<file path="src/hdl/clns_pkg.sv">
// Shared types, constants and the power-up step table of the LCD nibble sequencer.
`timescale 1ns / 1ps
`default_nettype none

package clns_pkg;

  // Field widths.
  localparam int unsigned FuncW  = 3;
  localparam int unsigned ByteW  = 8;
  localparam int unsigned NibW   = 4;
  localparam int unsigned WaitW  = 16;
  localparam int unsigned CharsW = 6;
  localparam int unsigned AddrW  = 7;
  localparam int unsigned StepW  = 4;

  // Number of bus steps in the power-up sequence.
  localparam int unsigned InitSteps = 11;

  // Reset value of the characters-per-row register.
  localparam logic [CharsW-1:0] CharsReset = 6'd16;

  // Controller command bits.
  localparam logic [ByteW-1:0] CmdSetDdram   = 8'h80;
  localparam logic [ByteW-1:0] CmdSetCgram   = 8'h40;
  localparam logic [ByteW-1:0] CmdFuncSet    = 8'h20;
  localparam logic [ByteW-1:0] CmdDispCtrl   = 8'h08;
  localparam logic [ByteW-1:0] CmdClear      = 8'h01;
  localparam logic [ByteW-1:0] CmdHome       = 8'h02;
  localparam logic [AddrW-1:0] RowTwoOffset  = 7'h40;

  // Wait times in microseconds.
  localparam logic [WaitW-1:0] WaitPowerUp = 16'd50000;
  localparam logic [WaitW-1:0] WaitInitA   = 16'd4500;
  localparam logic [WaitW-1:0] WaitInitB   = 16'd150;
  localparam logic [WaitW-1:0] WaitLong    = 16'd2000;
  localparam logic [WaitW-1:0] WaitNone    = 16'd0;

  // Operation codes of the input item.
  typedef enum logic [FuncW-1:0] {
    FuncInit    = 3'd0,
    FuncCommand = 3'd1,
    FuncData    = 3'd2,
    FuncCursor  = 3'd3,
    FuncClear   = 3'd4,
    FuncHome    = 3'd5,
    FuncDisplay = 3'd6,
    FuncGlyph   = 3'd7
  } func_e;

  // One classified operation, as held in the queue.
  typedef struct packed {
    logic             is_init;
    logic             rs;
    logic [ByteW-1:0] data;
    logic             long_wait;
  } op_t;

  // One bus step.
  typedef struct packed {
    logic             rs;
    logic [NibW-1:0]  nibble;
    logic             strobe;
    logic [WaitW-1:0] wait_us;
    logic             last;
  } step_t;

  // Power-up sequence: a wait, the 8-bit wake-up nibbles, the switch to
  // 4-bit mode, then function set, display on and clear.
  function automatic step_t init_step(input logic [StepW-1:0] idx);
    step_t s;
    s = '{rs: 1'b0, nibble: 4'h0, strobe: 1'b1, wait_us: WaitNone, last: 1'b0};
    case (idx)
      4'd0: begin
        s.strobe  = 1'b0;
        s.wait_us = WaitPowerUp;
      end
      4'd1: begin
        s.nibble  = 4'h3;
        s.wait_us = WaitInitA;
      end
      4'd2: begin
        s.nibble  = 4'h3;
        s.wait_us = WaitInitA;
      end
      4'd3: begin
        s.nibble  = 4'h3;
        s.wait_us = WaitInitB;
      end
      4'd4: s.nibble = 4'h2;
      4'd5: s.nibble = 4'h2;
      4'd6: s.nibble = 4'h8;
      4'd7: s.nibble = 4'h0;
      4'd8: s.nibble = 4'hC;
      4'd9: s.nibble = 4'h0;
      4'd10: begin
        s.nibble  = 4'h1;
        s.wait_us = WaitLong;
        s.last    = 1'b1;
      end
      default: s = '0;
    endcase
    return s;
  endfunction

endpackage

`default_nettype wire

</file>
<file path="src/hdl/char_lcd_nibble_sequencer.sv">
// Top level of the character-LCD 4-bit bus nibble sequencer.
// Usage:
//   Input channel (in_valid_i / in_ready_o) takes one display operation per
//   item: power-up init, raw command, data byte, cursor placement, clear,
//   home, display control or glyph slot select.
//   Output channel (out_valid_o / out_ready_i) gives one bus step per item:
//   register select, nibble, enable pulse flag, extra wait and a last flag
//   on the final step of each operation. Real timing is done downstream.
//   cfg_we_i writes the characters-per-row register; write it while idle.
// Path: an accepted operation is written into the queue, and its first step
//   is then loaded into the output register.
// Throughput: the back-end sequencer emits one step per cycle while out_ready_i
//   is not held low; byte operations go out as a high and a low nibble step.
// A two-entry queue between the classifier and the sequencer keeps input
//   acceptance going while steps are stalled; when the receiver holds
//   out_ready_i low, the output holds and in_ready_o drops once the queue
//   is full.
// Reset empties the queue and output, and sets 16 characters per row.
`timescale 1ns / 1ps
`default_nettype none

module char_lcd_nibble_sequencer
  import clns_pkg::*;
(
  input  wire logic              clk_i,
  input  wire logic              rst_ni,
  input  wire logic              cfg_we_i,
  input  wire logic [CharsW-1:0] cfg_wdata_i,
  input  wire logic              in_valid_i,
  output logic                   in_ready_o,
  input  wire logic [FuncW-1:0]  func_i,
  input  wire logic [ByteW-1:0]  value_i,
  input  wire logic [1:0]        row_i,
  input  wire logic [5:0]        col_i,
  input  wire logic              display_on_i,
  input  wire logic              cursor_on_i,
  input  wire logic              blink_on_i,
  input  wire logic [2:0]        glyph_slot_i,
  output logic                   out_valid_o,
  input  wire logic              out_ready_i,
  output logic                   reg_select_o,
  output logic [NibW-1:0]        nibble_o,
  output logic                   strobe_res_o,
  output logic [WaitW-1:0]       wait_us_o,
  output logic                   last_o
);

  op_t   new_op;
  op_t   head_op;
  logic  q_full;
  logic  q_valid;
  logic  q_pop;
  logic  push;
  step_t step;

  assign in_ready_o = !q_full;
  assign push       = in_valid_i && in_ready_o;

  // Classification of incoming items.
  clns_front u_front (
    .clk_i        (clk_i),
    .rst_ni       (rst_ni),
    .cfg_we_i     (cfg_we_i),
    .cfg_wdata_i  (cfg_wdata_i),
    .func_i       (func_i),
    .value_i      (value_i),
    .row_i        (row_i),
    .col_i        (col_i),
    .display_on_i (display_on_i),
    .cursor_on_i  (cursor_on_i),
    .blink_on_i   (blink_on_i),
    .glyph_slot_i (glyph_slot_i),
    .op_o         (new_op)
  );

  // Decoupling queue.
  clns_queue u_queue (
    .clk_i     (clk_i),
    .rst_ni    (rst_ni),
    .push_i    (push),
    .push_op_i (new_op),
    .full_o    (q_full),
    .pop_i     (q_pop),
    .valid_o   (q_valid),
    .head_o    (head_op)
  );

  // Step sequencer and output register.
  clns_back u_back (
    .clk_i       (clk_i),
    .rst_ni      (rst_ni),
    .op_valid_i  (q_valid),
    .op_i        (head_op),
    .pop_o       (q_pop),
    .out_valid_o (out_valid_o),
    .out_ready_i (out_ready_i),
    .step_o      (step)
  );

  assign reg_select_o = step.rs;
  assign nibble_o     = step.nibble;
  assign strobe_res_o = step.strobe;
  assign wait_us_o    = step.wait_us;
  assign last_o       = step.last;

endmodule

`default_nettype wire

</file>
<file path="src/hdl/clns_front.sv">
// Front end: holds the row-width register and turns each input item into a queued operation.
`timescale 1ns / 1ps
`default_nettype none

module clns_front
  import clns_pkg::*;
(
  input  wire logic              clk_i,
  input  wire logic              rst_ni,
  input  wire logic              cfg_we_i,
  input  wire logic [CharsW-1:0] cfg_wdata_i,
  input  wire logic [FuncW-1:0]  func_i,
  input  wire logic [ByteW-1:0]  value_i,
  input  wire logic [1:0]        row_i,
  input  wire logic [5:0]        col_i,
  input  wire logic              display_on_i,
  input  wire logic              cursor_on_i,
  input  wire logic              blink_on_i,
  input  wire logic [2:0]        glyph_slot_i,
  output op_t                    op_o
);

  logic [CharsW-1:0] chars_q, chars_d;
  logic [AddrW-1:0]  offset;
  logic [AddrW-1:0]  addr;
  func_e             func;

  // Characters-per-row register.
  always_comb begin
    chars_d = cfg_we_i ? cfg_wdata_i : chars_q;
  end

  always_ff @(posedge clk_i or negedge rst_ni) begin
    if (!rst_ni) begin
      chars_q <= CharsReset;
    end else begin
      chars_q <= chars_d;
    end
  end

  // Display address for cursor placement, wrapped to seven bits.
  always_comb begin
    case (row_i)
      2'd0:    offset = '0;
      2'd1:    offset = RowTwoOffset;
      2'd2:    offset = {1'b0, chars_q};
      default: offset = RowTwoOffset + {1'b0, chars_q};
    endcase
    addr = AddrW'({1'b0, col_i} + offset);
  end

  // Classify the operation into a byte and its trailing wait.
  always_comb begin
    func = func_e'(func_i);
    op_o = '{is_init: 1'b0, rs: 1'b0, data: '0, long_wait: 1'b0};
    case (func)
      FuncInit:    op_o.is_init = 1'b1;
      FuncCommand: op_o.data = value_i;
      FuncData: begin
        op_o.rs   = 1'b1;
        op_o.data = value_i;
      end
      FuncCursor:  op_o.data = CmdSetDdram | {1'b0, addr};
      FuncClear: begin
        op_o.data      = CmdClear;
        op_o.long_wait = 1'b1;
      end
      FuncHome: begin
        op_o.data      = CmdHome;
        op_o.long_wait = 1'b1;
      end
      FuncDisplay: op_o.data = CmdDispCtrl | {5'd0, display_on_i, cursor_on_i, blink_on_i};
      FuncGlyph:   op_o.data = CmdSetCgram | {2'd0, glyph_slot_i, 3'd0};
      default:     op_o.data = value_i;
    endcase
  end

endmodule

`default_nettype wire

</file>
<file path="src/hdl/clns_queue.sv">
// Two-entry queue of classified operations between the front and back ends.
`timescale 1ns / 1ps
`default_nettype none

module clns_queue
  import clns_pkg::*;
(
  input  wire logic clk_i,
  input  wire logic rst_ni,
  input  wire logic push_i,
  input  wire op_t  push_op_i,
  output logic      full_o,
  input  wire logic pop_i,
  output logic      valid_o,
  output op_t       head_o
);

  op_t        mem_q [2];
  logic       wr_ptr_q, wr_ptr_d;
  logic       rd_ptr_q, rd_ptr_d;
  logic [1:0] count_q, count_d;
  logic       do_pop;

  assign full_o  = (count_q == 2'd2);
  assign valid_o = (count_q != 2'd0);
  assign head_o  = mem_q[rd_ptr_q];
  assign do_pop  = pop_i && valid_o;

  // Pointer and fill count update.
  always_comb begin
    wr_ptr_d = push_i ? ~wr_ptr_q : wr_ptr_q;
    rd_ptr_d = do_pop ? ~rd_ptr_q : rd_ptr_q;
    count_d  = count_q;
    if (push_i && !do_pop) begin
      count_d = count_q + 2'd1;
    end else if (!push_i && do_pop) begin
      count_d = count_q - 2'd1;
    end
  end

  always_ff @(posedge clk_i or negedge rst_ni) begin
    if (!rst_ni) begin
      wr_ptr_q <= 1'b0;
      rd_ptr_q <= 1'b0;
      count_q  <= 2'd0;
    end else begin
      wr_ptr_q <= wr_ptr_d;
      rd_ptr_q <= rd_ptr_d;
      count_q  <= count_d;
    end
  end

  // Entry storage.
  always_ff @(posedge clk_i) begin
    if (push_i) begin
      mem_q[wr_ptr_q] <= push_op_i;
    end
  end

  // The fill count never goes beyond two entries.
  assert property (@(posedge clk_i) disable iff (!rst_ni) count_q != 2'd3)
    else $error("queue count out of range");

  // Pointers differ exactly when the queue holds one entry.
  assert property (@(posedge clk_i) disable iff (!rst_ni)
    (wr_ptr_q != rd_ptr_q) == (count_q == 2'd1))
    else $error("queue pointers disagree with count");

endmodule

`default_nettype wire

</file>
<file path="src/hdl/clns_back.sv">
// Back end: walks each queued operation through its bus steps into the output register.
`timescale 1ns / 1ps
`default_nettype none

module clns_back
  import clns_pkg::*;
(
  input  wire logic              clk_i,
  input  wire logic              rst_ni,
  input  wire logic              op_valid_i,
  input  wire op_t               op_i,
  output logic                   pop_o,
  output logic                   out_valid_o,
  input  wire logic              out_ready_i,
  output step_t                  step_o
);

  logic [StepW-1:0] idx_q, idx_d;
  logic             out_valid_q, out_valid_d;
  step_t            step_q, step_d;
  step_t            cur;
  logic             load;

  // Step for the current position in the head operation.
  always_comb begin
    if (op_i.is_init) begin
      cur = init_step(idx_q);
    end else if (idx_q == '0) begin
      cur = '{rs: op_i.rs, nibble: op_i.data[7:4], strobe: 1'b1,
              wait_us: WaitNone, last: 1'b0};
    end else begin
      cur = '{rs: op_i.rs, nibble: op_i.data[3:0], strobe: 1'b1,
              wait_us: (op_i.long_wait ? WaitLong : WaitNone), last: 1'b1};
    end
  end

  // A step moves into the output register whenever it is empty or being taken.
  assign load  = op_valid_i && (!out_valid_q || out_ready_i);
  assign pop_o = load && cur.last;

  always_comb begin
    idx_d       = idx_q;
    out_valid_d = out_valid_q;
    step_d      = step_q;
    if (out_valid_q && out_ready_i) begin
      out_valid_d = 1'b0;
    end
    if (load) begin
      out_valid_d = 1'b1;
      step_d      = cur;
      idx_d       = cur.last ? '0 : idx_q + StepW'(1);
    end
  end

  always_ff @(posedge clk_i or negedge rst_ni) begin
    if (!rst_ni) begin
      idx_q       <= '0;
      out_valid_q <= 1'b0;
    end else begin
      idx_q       <= idx_d;
      out_valid_q <= out_valid_d;
    end
  end

  always_ff @(posedge clk_i) begin
    step_q <= step_d;
  end

  assign out_valid_o = out_valid_q;
  assign step_o      = step_q;

  // A sequence in progress always has its operation at the queue head.
  assert property (@(posedge clk_i) disable iff (!rst_ni) (idx_q != '0) |-> op_valid_i)
    else $error("step index advanced with an empty queue");

  // Byte operations never go past their second step.
  assert property (@(posedge clk_i) disable iff (!rst_ni)
    (op_valid_i && !op_i.is_init) |-> (idx_q <= StepW'(1)))
    else $error("byte operation step index out of range");

  // The step index stays within the power-up sequence.
  assert property (@(posedge clk_i) disable iff (!rst_ni) idx_q < StepW'(InitSteps))
    else $error("step index beyond power-up sequence");

  // Popping the queue happens only together with loading a final step.
  assert property (@(posedge clk_i) disable iff (!rst_ni) pop_o |=> (out_valid_q && step_q.last))
    else $error("queue popped without a final step");

endmodule

`default_nettype wire
</file>
<file path="config.mk">
export PLATFORM = sky130hd
export DESIGN_NAME = char_lcd_nibble_sequencer
export DESIGN_NICKNAME = d
export VERILOG_FILES = /design/src/hdl/clns_pkg.sv /design/src/hdl/char_lcd_nibble_sequencer.sv /design/src/hdl/clns_front.sv /design/src/hdl/clns_queue.sv /design/src/hdl/clns_back.sv
export SDC_FILE = /design/constraint.sdc
export NUM_CORES = 1
export LEC_CHECK = 0
export BUFFER_PORTS_ARGS = -buffer_cell sky130_fd_sc_hd__buf_4
export CORE_MARGIN = 2
export CORE_UTILIZATION = 30
export DETAILED_ROUTE_END_ITERATION = 8
export HOLD_SLACK_MARGIN = 0.1
export SYNTH_ARGS = -nofsm -noshare
export SYNTH_HDL_FRONTEND = slang
export SYNTH_HIERARCHICAL = 1
export SYNTH_SLANG_ARGS = --single-unit
export TNS_END_PERCENT = 5
</file>
<file path="constraint.sdc">
create_clock -name clk_i -period 2 [get_ports clk_i]
set_input_delay 0.1 -clock clk_i [delete_from_list [all_inputs] [get_ports clk_i]]
set_output_delay 0.1 -clock clk_i [all_outputs]
set_load 0.03 [all_outputs]
</file>
Word-level counts from Yosys, hierarchy flattened

Memories as Yosys holds them, arrays and structs flattened.
Cells that the tools add are included.
Widths: inputs -> output; s select.

Order comparisons: 0
Divide/modulo/power cells: 0
Add/sub/neg operators: 5
Bitwise gates (word level): 2
Equality and inequality tests: 20
Shift operators: 0
Mux-type cells: 19
Reduce and logical (&&, ||, !) cells: 24
Multiply operators: 0

Operator list:

| kind                | count |
|---|---|
| $pmux 16 s4         | 1 |
| $pmux 8 s6          | 1 |
| $mux 22             | 2 |
| $pmux 7 s3          | 1 |
| $pmux 4 s5          | 1 |
| $eq 4x3->1 const B  | 4 |
| $eq 3x3->1 const B  | 4 |
| $eq 4x4->1 const B  | 3 |
| $mux 11             | 1 |
| $reduce_or 10->1    | 1 |
| $mux 1              | 9 |
| $eq 4x2->1 const B  | 2 |
| $reduce_or 2->1     | 4 |
| $add 6x7->7         | 1 |
| $add 7x6->7 const A | 1 |
| $logic_and 1x1->1   | 7 |
| $eq 3x2->1 const B  | 2 |
| $reduce_bool 2->1   | 3 |
| $add 4x1->4 const B | 1 |
| $eq 2x2->1 const B  | 2 |
| $eq 4x1->1 const B  | 1 |
| $logic_not 1->1     | 4 |
| $logic_not 4->1     | 1 |
| $mux 2              | 2 |
| other kinds (10)    | 11 |

Flip-flop bits (word level): 38
Memories: 1
RAM bits: 22
Input port bits: 36
Output and inout bits: 25
Bits in read-only memories: 0
Word-level logic and storage cells: 82
Bits in latches: 0

Memories:

| memory        | depth | bits a word | read ports | clocked after Yosys merged registers in | write ports | line             | RTL |
|---|---|---|---|---|---|---|---|
| u_queue.mem_q | 2     | 11          | 1          | 0                                       | 1           | clns_queue.sv:18 | `op_t mem_q [2];` |

Longest topological paths before layout

Gate-level depths: netlist (run 1).

Word-level depth: 9
Gate-level depth with buffers: 11
Depth with buffers taken out: 11

By module

Netlist (run 1), hierarchy kept.

Modules (own cells, without submodules):

| module                    | cells each | area an instance (sq um) | instances | sequential area each (sq um) |
|---|---|---|---|---|
| clns_back                 | 111        | 1207.4                   | 1         | 605.6 |
| clns_queue                | 50         | 997.2                    | 1         | 760.7 |
| clns_front                | 96         | 785.8                    | 1         | 151.4 |
| char_lcd_nibble_sequencer | 2          | 10.0                     | 1         | 0.0 |

Least setup slack after synthesis (run 1)

Ideal clock, no wire load.

Path type: flip-flop to flip-flop
Start point: register u_queue.rd_ptr_q
End point: register u_queue.count_q[1]
Setup slack: -0.113 ns
Library setup time: 0.079 ns
Required time: 1.921 ns
Data arrival time: 2.034 ns
Cell stages (with the launch flop): 11
Buffers on the path: 2
Clock period less this slack: 2.113 ns
Cells stage by stage: dfrtp_1 > buf_6 > mux2_2 > clkbuf_8 > a21oi_2 > a21o_2 > and2_1 > nand2_4 > ha_1 > nor2_1 > xor2_1

RTL lines:

| element                | line             | RTL |
|---|---|---|
| from (decl)            | clns_queue.sv:20 | `logic rd_ptr_q, rd_ptr_d;` |
| from (signal assigned) | clns_queue.sv:48 | `rd_ptr_q <= rd_ptr_d;` |
| to (signal assigned)   | clns_queue.sv:49 | `count_q <= count_d;` |
| to (decl)              | clns_queue.sv:21 | `logic [1:0] count_q, count_d;` |

==> metrics, run 1 <==
status finished, violations left; failing checks setup timing; min Tclk post-route 2010 ps; PortBufs 55; mean area per synthesized cell 11.6 µm²; clock slew at the register clock pins of the worst setup and hold paths 90 ps; initial core utilization 0.308; multiplexer share of the synthesized area 0.0847; sequential cell area fraction in the yosys report 0.506; worst-path fanout max 2; #FFs+latches synth 53; first-pass GRT wire length 9960 µm; 1st-iter DRT viols 45; CTS tree yes; Clk Latency, worst-skew pair 300 ps; ys async rst share 0.283; TritonRoute pass-1 iters 4; Bufs on Longest Clock Path 2; Area after DPL 3580 µm²; Final ANT Viol Nets 0; DRC viols 0; Mapped Cells 259; layout cell share with drive strength beyond 1 0.374; ys flop type edfxtp_1; H-tree Lvls 2; leakage dissipation 0.00162 µW; Synth Area in Adders 0.0525; routed len/inst 12.8 µm; CP arrival 2060 ps; Max Cap Viol 0; Hold Crit Class input pin to flop; PwrDens 1320 nW/µm²; RSZ-0062 raised after global routing yes; Final Setup Violations 2; post-synthesis compound-gate area fraction 0.139; main combinational cell family by area after synthesis compound AO/OA/AOI/OAI gates; synth warn 6; die height 104 µm; Critical Path Start u_front/chars_q[0]$_DFFE_PN0P_; most common cell after layout, fill and taps aside buf_4; Required @ worst endpoint 2050 ps; VDD IR max 500 µV; final WL 6040 µm; design area 3850 µm²; vias in the first global route 2150; FP Rows 36; Reg2Reg Depth 8; DP HPWL 4500 µm; Distinct cells, synth 60; GRT Residual Overflow 0; Hold Slack 106 ps; Core Region 9730 µm²; Max Fclk 497 MHz; initial antenna violation count 0; Post-synth EDFFs 38; die width 104 µm; highest-count cells in the layout ignoring fill and taps 71 x buf_4, 38 x edfxtp_1, 17 x mux2_2; Sink Count 53; DR vias/cell 4.65; largest net degree at the start of global routing 21; part of the cycle the worst path needs 1.01; Slew Limit Fails 0; Synth-to-Final Area Change 28.5%; Num CTS Buffers 5; I/O Pins 61; Crit Path Category flop to flop; routability cong. 0.850; Clock Skews 8.83 ps; XOR/XNOR share of the synthesized area 0.0263; r2r startpoint u_front/chars_q[0]$_DFFE_PN0P_; vias 2185; Hold Path Cell Cnt 2; startpoint of the worst hold path cfg_we_i; element type at the critical path end flop; dpl ws -97.5 ps; clk root buf clkbuf_8; final worst setup slack -11.0 ps; crit path launch type flop; Die Area 10800 µm²; ant diodes 0; nets 384; GRT Overall Usage 0.112; Fin. Hold Viols 0; cell area after synthesis 3000 µm²; simple-gate area share of the yosys netlist 0.123
==> registers in the layout, indices dropped and copies added, names as in the netlist <==
| register | cells |
|---|---|
| u_queue/wr_ptr_q | 1 |
| u_back/out_valid_o | 1 |
| u_back/idx_q | 4 |
| u_queue/count_q | 2 |
| u_back/step_o | 16 |
| u_queue/rd_ptr_q | 1 |
| u_queue/mem_q | 22 |
| u_front/chars_q | 6 |
==> metrics by stage <==
step,utilization,TNS (ps),power (µW),instances
final,0.396,-11.4,5070,470
after global routing,0.396,-388,5430,470
after CTS,0.392,-63.8,5120,469
after detailed placement,0.368,-439,4490,448
after global placement,0.368,-225,4440,448
after floorplan,-,-54.6,3750,263
==> critical path, cell delays in order (launching register included) <==
cell	delay (ps)
dfrtp_1	390
and2_4	150
ha_4	160
fa_2	330
buf_4	140
xnor2_1	150
a21oi_1	110
a221oi_2	250
nor2_1	90
==> final cells by class <==
| type | count | area, µm² |
|---|---|---|
| Timing Repair Buffer | 84 | 663 |
| Inverter | 14 | 52.6 |
| Multi-Input combinational cell | 178 | 1370 |
| Fill cell | 983 | 5870 |
| Clock buffer | 5 | 68.8 |
| Sequential cell | 53 | 1520 |
| Tap cell | 133 | 166 |
| Clock inverter | 3 | 17.5 |
==> power breakdown <==
group	internal (µW)	switching, µW
Clock	243	340
Sequential	1680	139
Combinational	1170	1500
Total	3090	1980
==> worst paths after layout <==
kind / endpoint / slack (ps)
min: u_front/chars_q[4]$_DFFE_PN1P_ / 110
max reg2reg: u_queue/mem_q[1][3]$_DFFE_PP_ / -10
max in group asynchronous: u_front/chars_q[4]$_DFFE_PN1P_ / 1570
min in group asynchronous: u_front/chars_q[3]$_DFFE_PN0P_ / 190
min reg2reg: u_queue/wr_ptr_q$_DFFE_PN0P_ / 500
max: u_queue/mem_q[1][3]$_DFFE_PP_ / -10
==> logic make-up (layout without fill, tap and decap cells) <==
kind of cell             Yosys count  after routing
adder cells (fa/ha/maj)           12             12
buffers and inverters             32            106
AND/OR/NAND/NOR                   66             66
XOR/XNOR                           9              9
AO/OA/AOI/OAI                     63             63
flip-flops                        53             53
multiplexers                      23             23
other                              1              5
==> per-layer routing <==
layer,vias up,wire (µm),GRT usage
met3,5,362,0.0232
met1,1026,2750,0.147
met2,81,2900,0.187
li1,1073,-,-
met5,-,0,0
met4,0,31,0.0290
==> synth_stat cells, types with 2 or more instances <==
cell,instances,share of area
mux2i_1,4,0.013
edfxtp_1,38,0.38
o21ai_1,8,0.013
buf_2,5,0.0083
a211oi_1,2,0.0050
a32oi_1,2,0.0058
o41ai_1,2,0.0058
o21ai_0,8,0.013
clkbuf_8,4,0.018
a21oi_2,2,0.0058
and2_1,9,0.019
nand2b_4,2,0.0092
nand3_1,5,0.0083
a21oi_1,15,0.025
nand2_1,14,0.018
ha_1,11,0.046
buf_4,7,0.018
nand4_1,2,0.0042
and3_1,2,0.0042
nor2b_1,5,0.010
o31ai_1,2,0.0050
o22ai_1,3,0.0063
xor2_1,3,0.0088
inv_1,13,0.016
dfrtp_1,14,0.12
a21o_1,2,0.0050
a31oi_1,4,0.0083
nand2b_1,2,0.0042
xnor2_1,6,0.018
nor2_1,15,0.019
mux2_2,18,0.068
and2b_2,2,0.0058
==> what timing repair did <==
action / 4_1_cts / 5_1_grt
hold buffers: 13 / 0
endpoints found under the setup margin: 7 / 11
hold endpoints to repair: 22 / 0
pin swaps: 10 / 8
cloned: 0 / 0
resized for setup: 5 / 5
buffers inserted: 0 / 1
No activity file was read; power rests on OpenSTA's default activity.
==> run 2: changes to the inputs <==
--- a/config.mk
+++ b/config.mk
@@ -10,6 +10,7 @@
 export CORE_UTILIZATION = 30
 export DETAILED_ROUTE_END_ITERATION = 8
 export HOLD_SLACK_MARGIN = 0.1
+export SKIP_CTS_REPAIR_TIMING = 1
 export SYNTH_ARGS = -nofsm -noshare
 export SYNTH_HDL_FRONTEND = slang
 export SYNTH_HIERARCHICAL = 1
==> metrics, run 2 (synthesized netlist as in run 1, its figures left out) <==
H-tree Lvls 2; CTS tree yes; Hold Crit Class input pin to flop; element type at the critical path end flop; DRC viols 0; Slew Limit Fails 0; Sink Count 53; highest-count cells in the layout ignoring fill and taps 71 x buf_4, 38 x edfxtp_1, 17 x mux2_2; leakage dissipation 0.00160 µW; RSZ-0062 raised after global routing yes; DP HPWL 4500 µm; Cell Chain, Critical Path and2_4 -> ha_4 -> fa_2 -> a21o_1 -> a21boi_2 -> o21bai_2 -> xnor2_1 -> o21ai_1; VDD IR max 500 µV; layout cell share with drive strength beyond 1 0.383; Final ANT Viol Nets 0; crit path launch type flop; clock slew at the register clock pins of the worst setup and hold paths 100 ps; clk root buf clkbuf_8; Buf/Inv on CP 0; min Tclk post-route 2030 ps; Max Cap Viol 0; final WL 5990 µm; Crit path max-delay family adder cells; met1 Usage GRT 0.148; Hold Slack 101 ps; Reg with most FFs u_queue/mem_q; initial antenna violation count 0; PwrDens 1330 nW/µm²; part of the cycle the worst path needs 1.01; Fin. Hold Viols 0; routed len/inst 12.9 µm; largest net degree at the start of global routing 21; FP Rows 36; Final Setup Violations 5; Core Region 9730 µm²; Top Usage Layer GRT met2; PortBufs 55; CP arrival 2070 ps; die height 104 µm; worst-path fanout max 2; DR vias/cell 4.66; nets 379; die width 104 µm; most common cell after layout, fill and taps aside buf_4; first-pass GRT wire length 9750 µm; I/O Pins 61; failing checks setup timing; vias 2167; met2 Use GR 0.176; 1st-iter DRT viols 75; Synth-to-Final Area Change 27.1%; initial core utilization 0.308; Clock Skews 9.93 ps; Crit Path Category flop to flop; met3 usage 0.0238; status finished, violations left; ant diodes 0; Required @ worst endpoint 2040 ps; number of flip-flops under the largest register name 22; routability cong. 0.850; Bufs on Longest Clock Path 2; TritonRoute pass-1 iters 4; Layout Utilization 0.392; max incr delay on CP 390 ps; Clk Latency, worst-skew pair 300 ps; Max Fclk 493 MHz; final worst setup slack -27.5 ps; Slowest cell on crit path dfrtp_1; Num CTS Buffers 5; GRT Residual Overflow 0; GRT Overall Usage 0.109; Die Area 10800 µm²; vias in the first global route 2067
## run 2: changes by cell type in the layout (fill, tap and decap cells not counted), sizes merged
cell,delta
dlygate4sd3,-5
## run 2: per-stage QoR
| step | total power [µW] | TNS, ps | area, µm² | std cells | setup WS (ps) |
|---|---|---|---|---|---|
| 2_1_floorplan | 3750 | -54.6 | 3030 | 263 | -54.6 |
| 3_3_place_gp | 4440 | -225 | 3580 | 448 | -68.9 |
| 3_5_place_dp | 4490 | -439 | 3580 | 448 | -97.5 |
| 4_1_cts | 5080 | -604 | 3660 | 456 | -134 |
| 5_1_grt | 5420 | -644 | 3810 | 465 | -175 |
| 6_report | 5060 | -85.4 | 3810 | 465 | -27.5 |
## run 2: final timing paths
kind                                                start                             end  slack, ps  depth (start not counted)
max                        u_front/chars_q[0]$_DFFE_PN0P_   u_queue/mem_q[1][7]$_DFFE_PP_        -30                          8
min                                              cfg_we_i  u_front/chars_q[3]$_DFFE_PN0P_        100                          2
max in group asynchronous                          rst_ni  u_front/chars_q[4]$_DFFE_PN1P_       1580                          2
min in group asynchronous                          rst_ni  u_front/chars_q[3]$_DFFE_PN0P_        180                          2
max reg2reg                u_front/chars_q[0]$_DFFE_PN0P_   u_queue/mem_q[1][7]$_DFFE_PP_        -30                          8
min reg2reg                u_queue/count_q[1]$_DFFE_PN0P_  u_queue/count_q[1]$_DFFE_PN0P_        500                          1
## run 2: cell type report
type / count / area (µm²)
Sequential cell: 53 / 1520
Timing Repair Buffer: 79 / 613
Multi-Input combinational cell: 178 / 1380
Inverter: 14 / 52.6
Fill cell: 989 / 5920
Clock buffer: 5 / 68.8
Tap cell: 133 / 166
Clock inverter: 3 / 17.5
## run 2: per-layer routing
| layer | up-vias | wire (µm) | part of all wire |
|---|---|---|---|
| li1 | 1063 | - | - |
| met4 | 0 | 31 | 0.0052 |
| met2 | 74 | 2840 | 0.47 |
| met3 | 5 | 328 | 0.055 |
| met5 | - | 0 | 0 |
| met1 | 1025 | 2790 | 0.47 |
## run 2: where the power goes
part / total [µW] / leakage [µW] / internal (µW) / switching [µW]
logic: 2660 / 0.00101 / 1160 / 1500
clock network: 583 / 0.0000455 / 243 / 340
registers: 1820 / 0.000544 / 1680 / 138
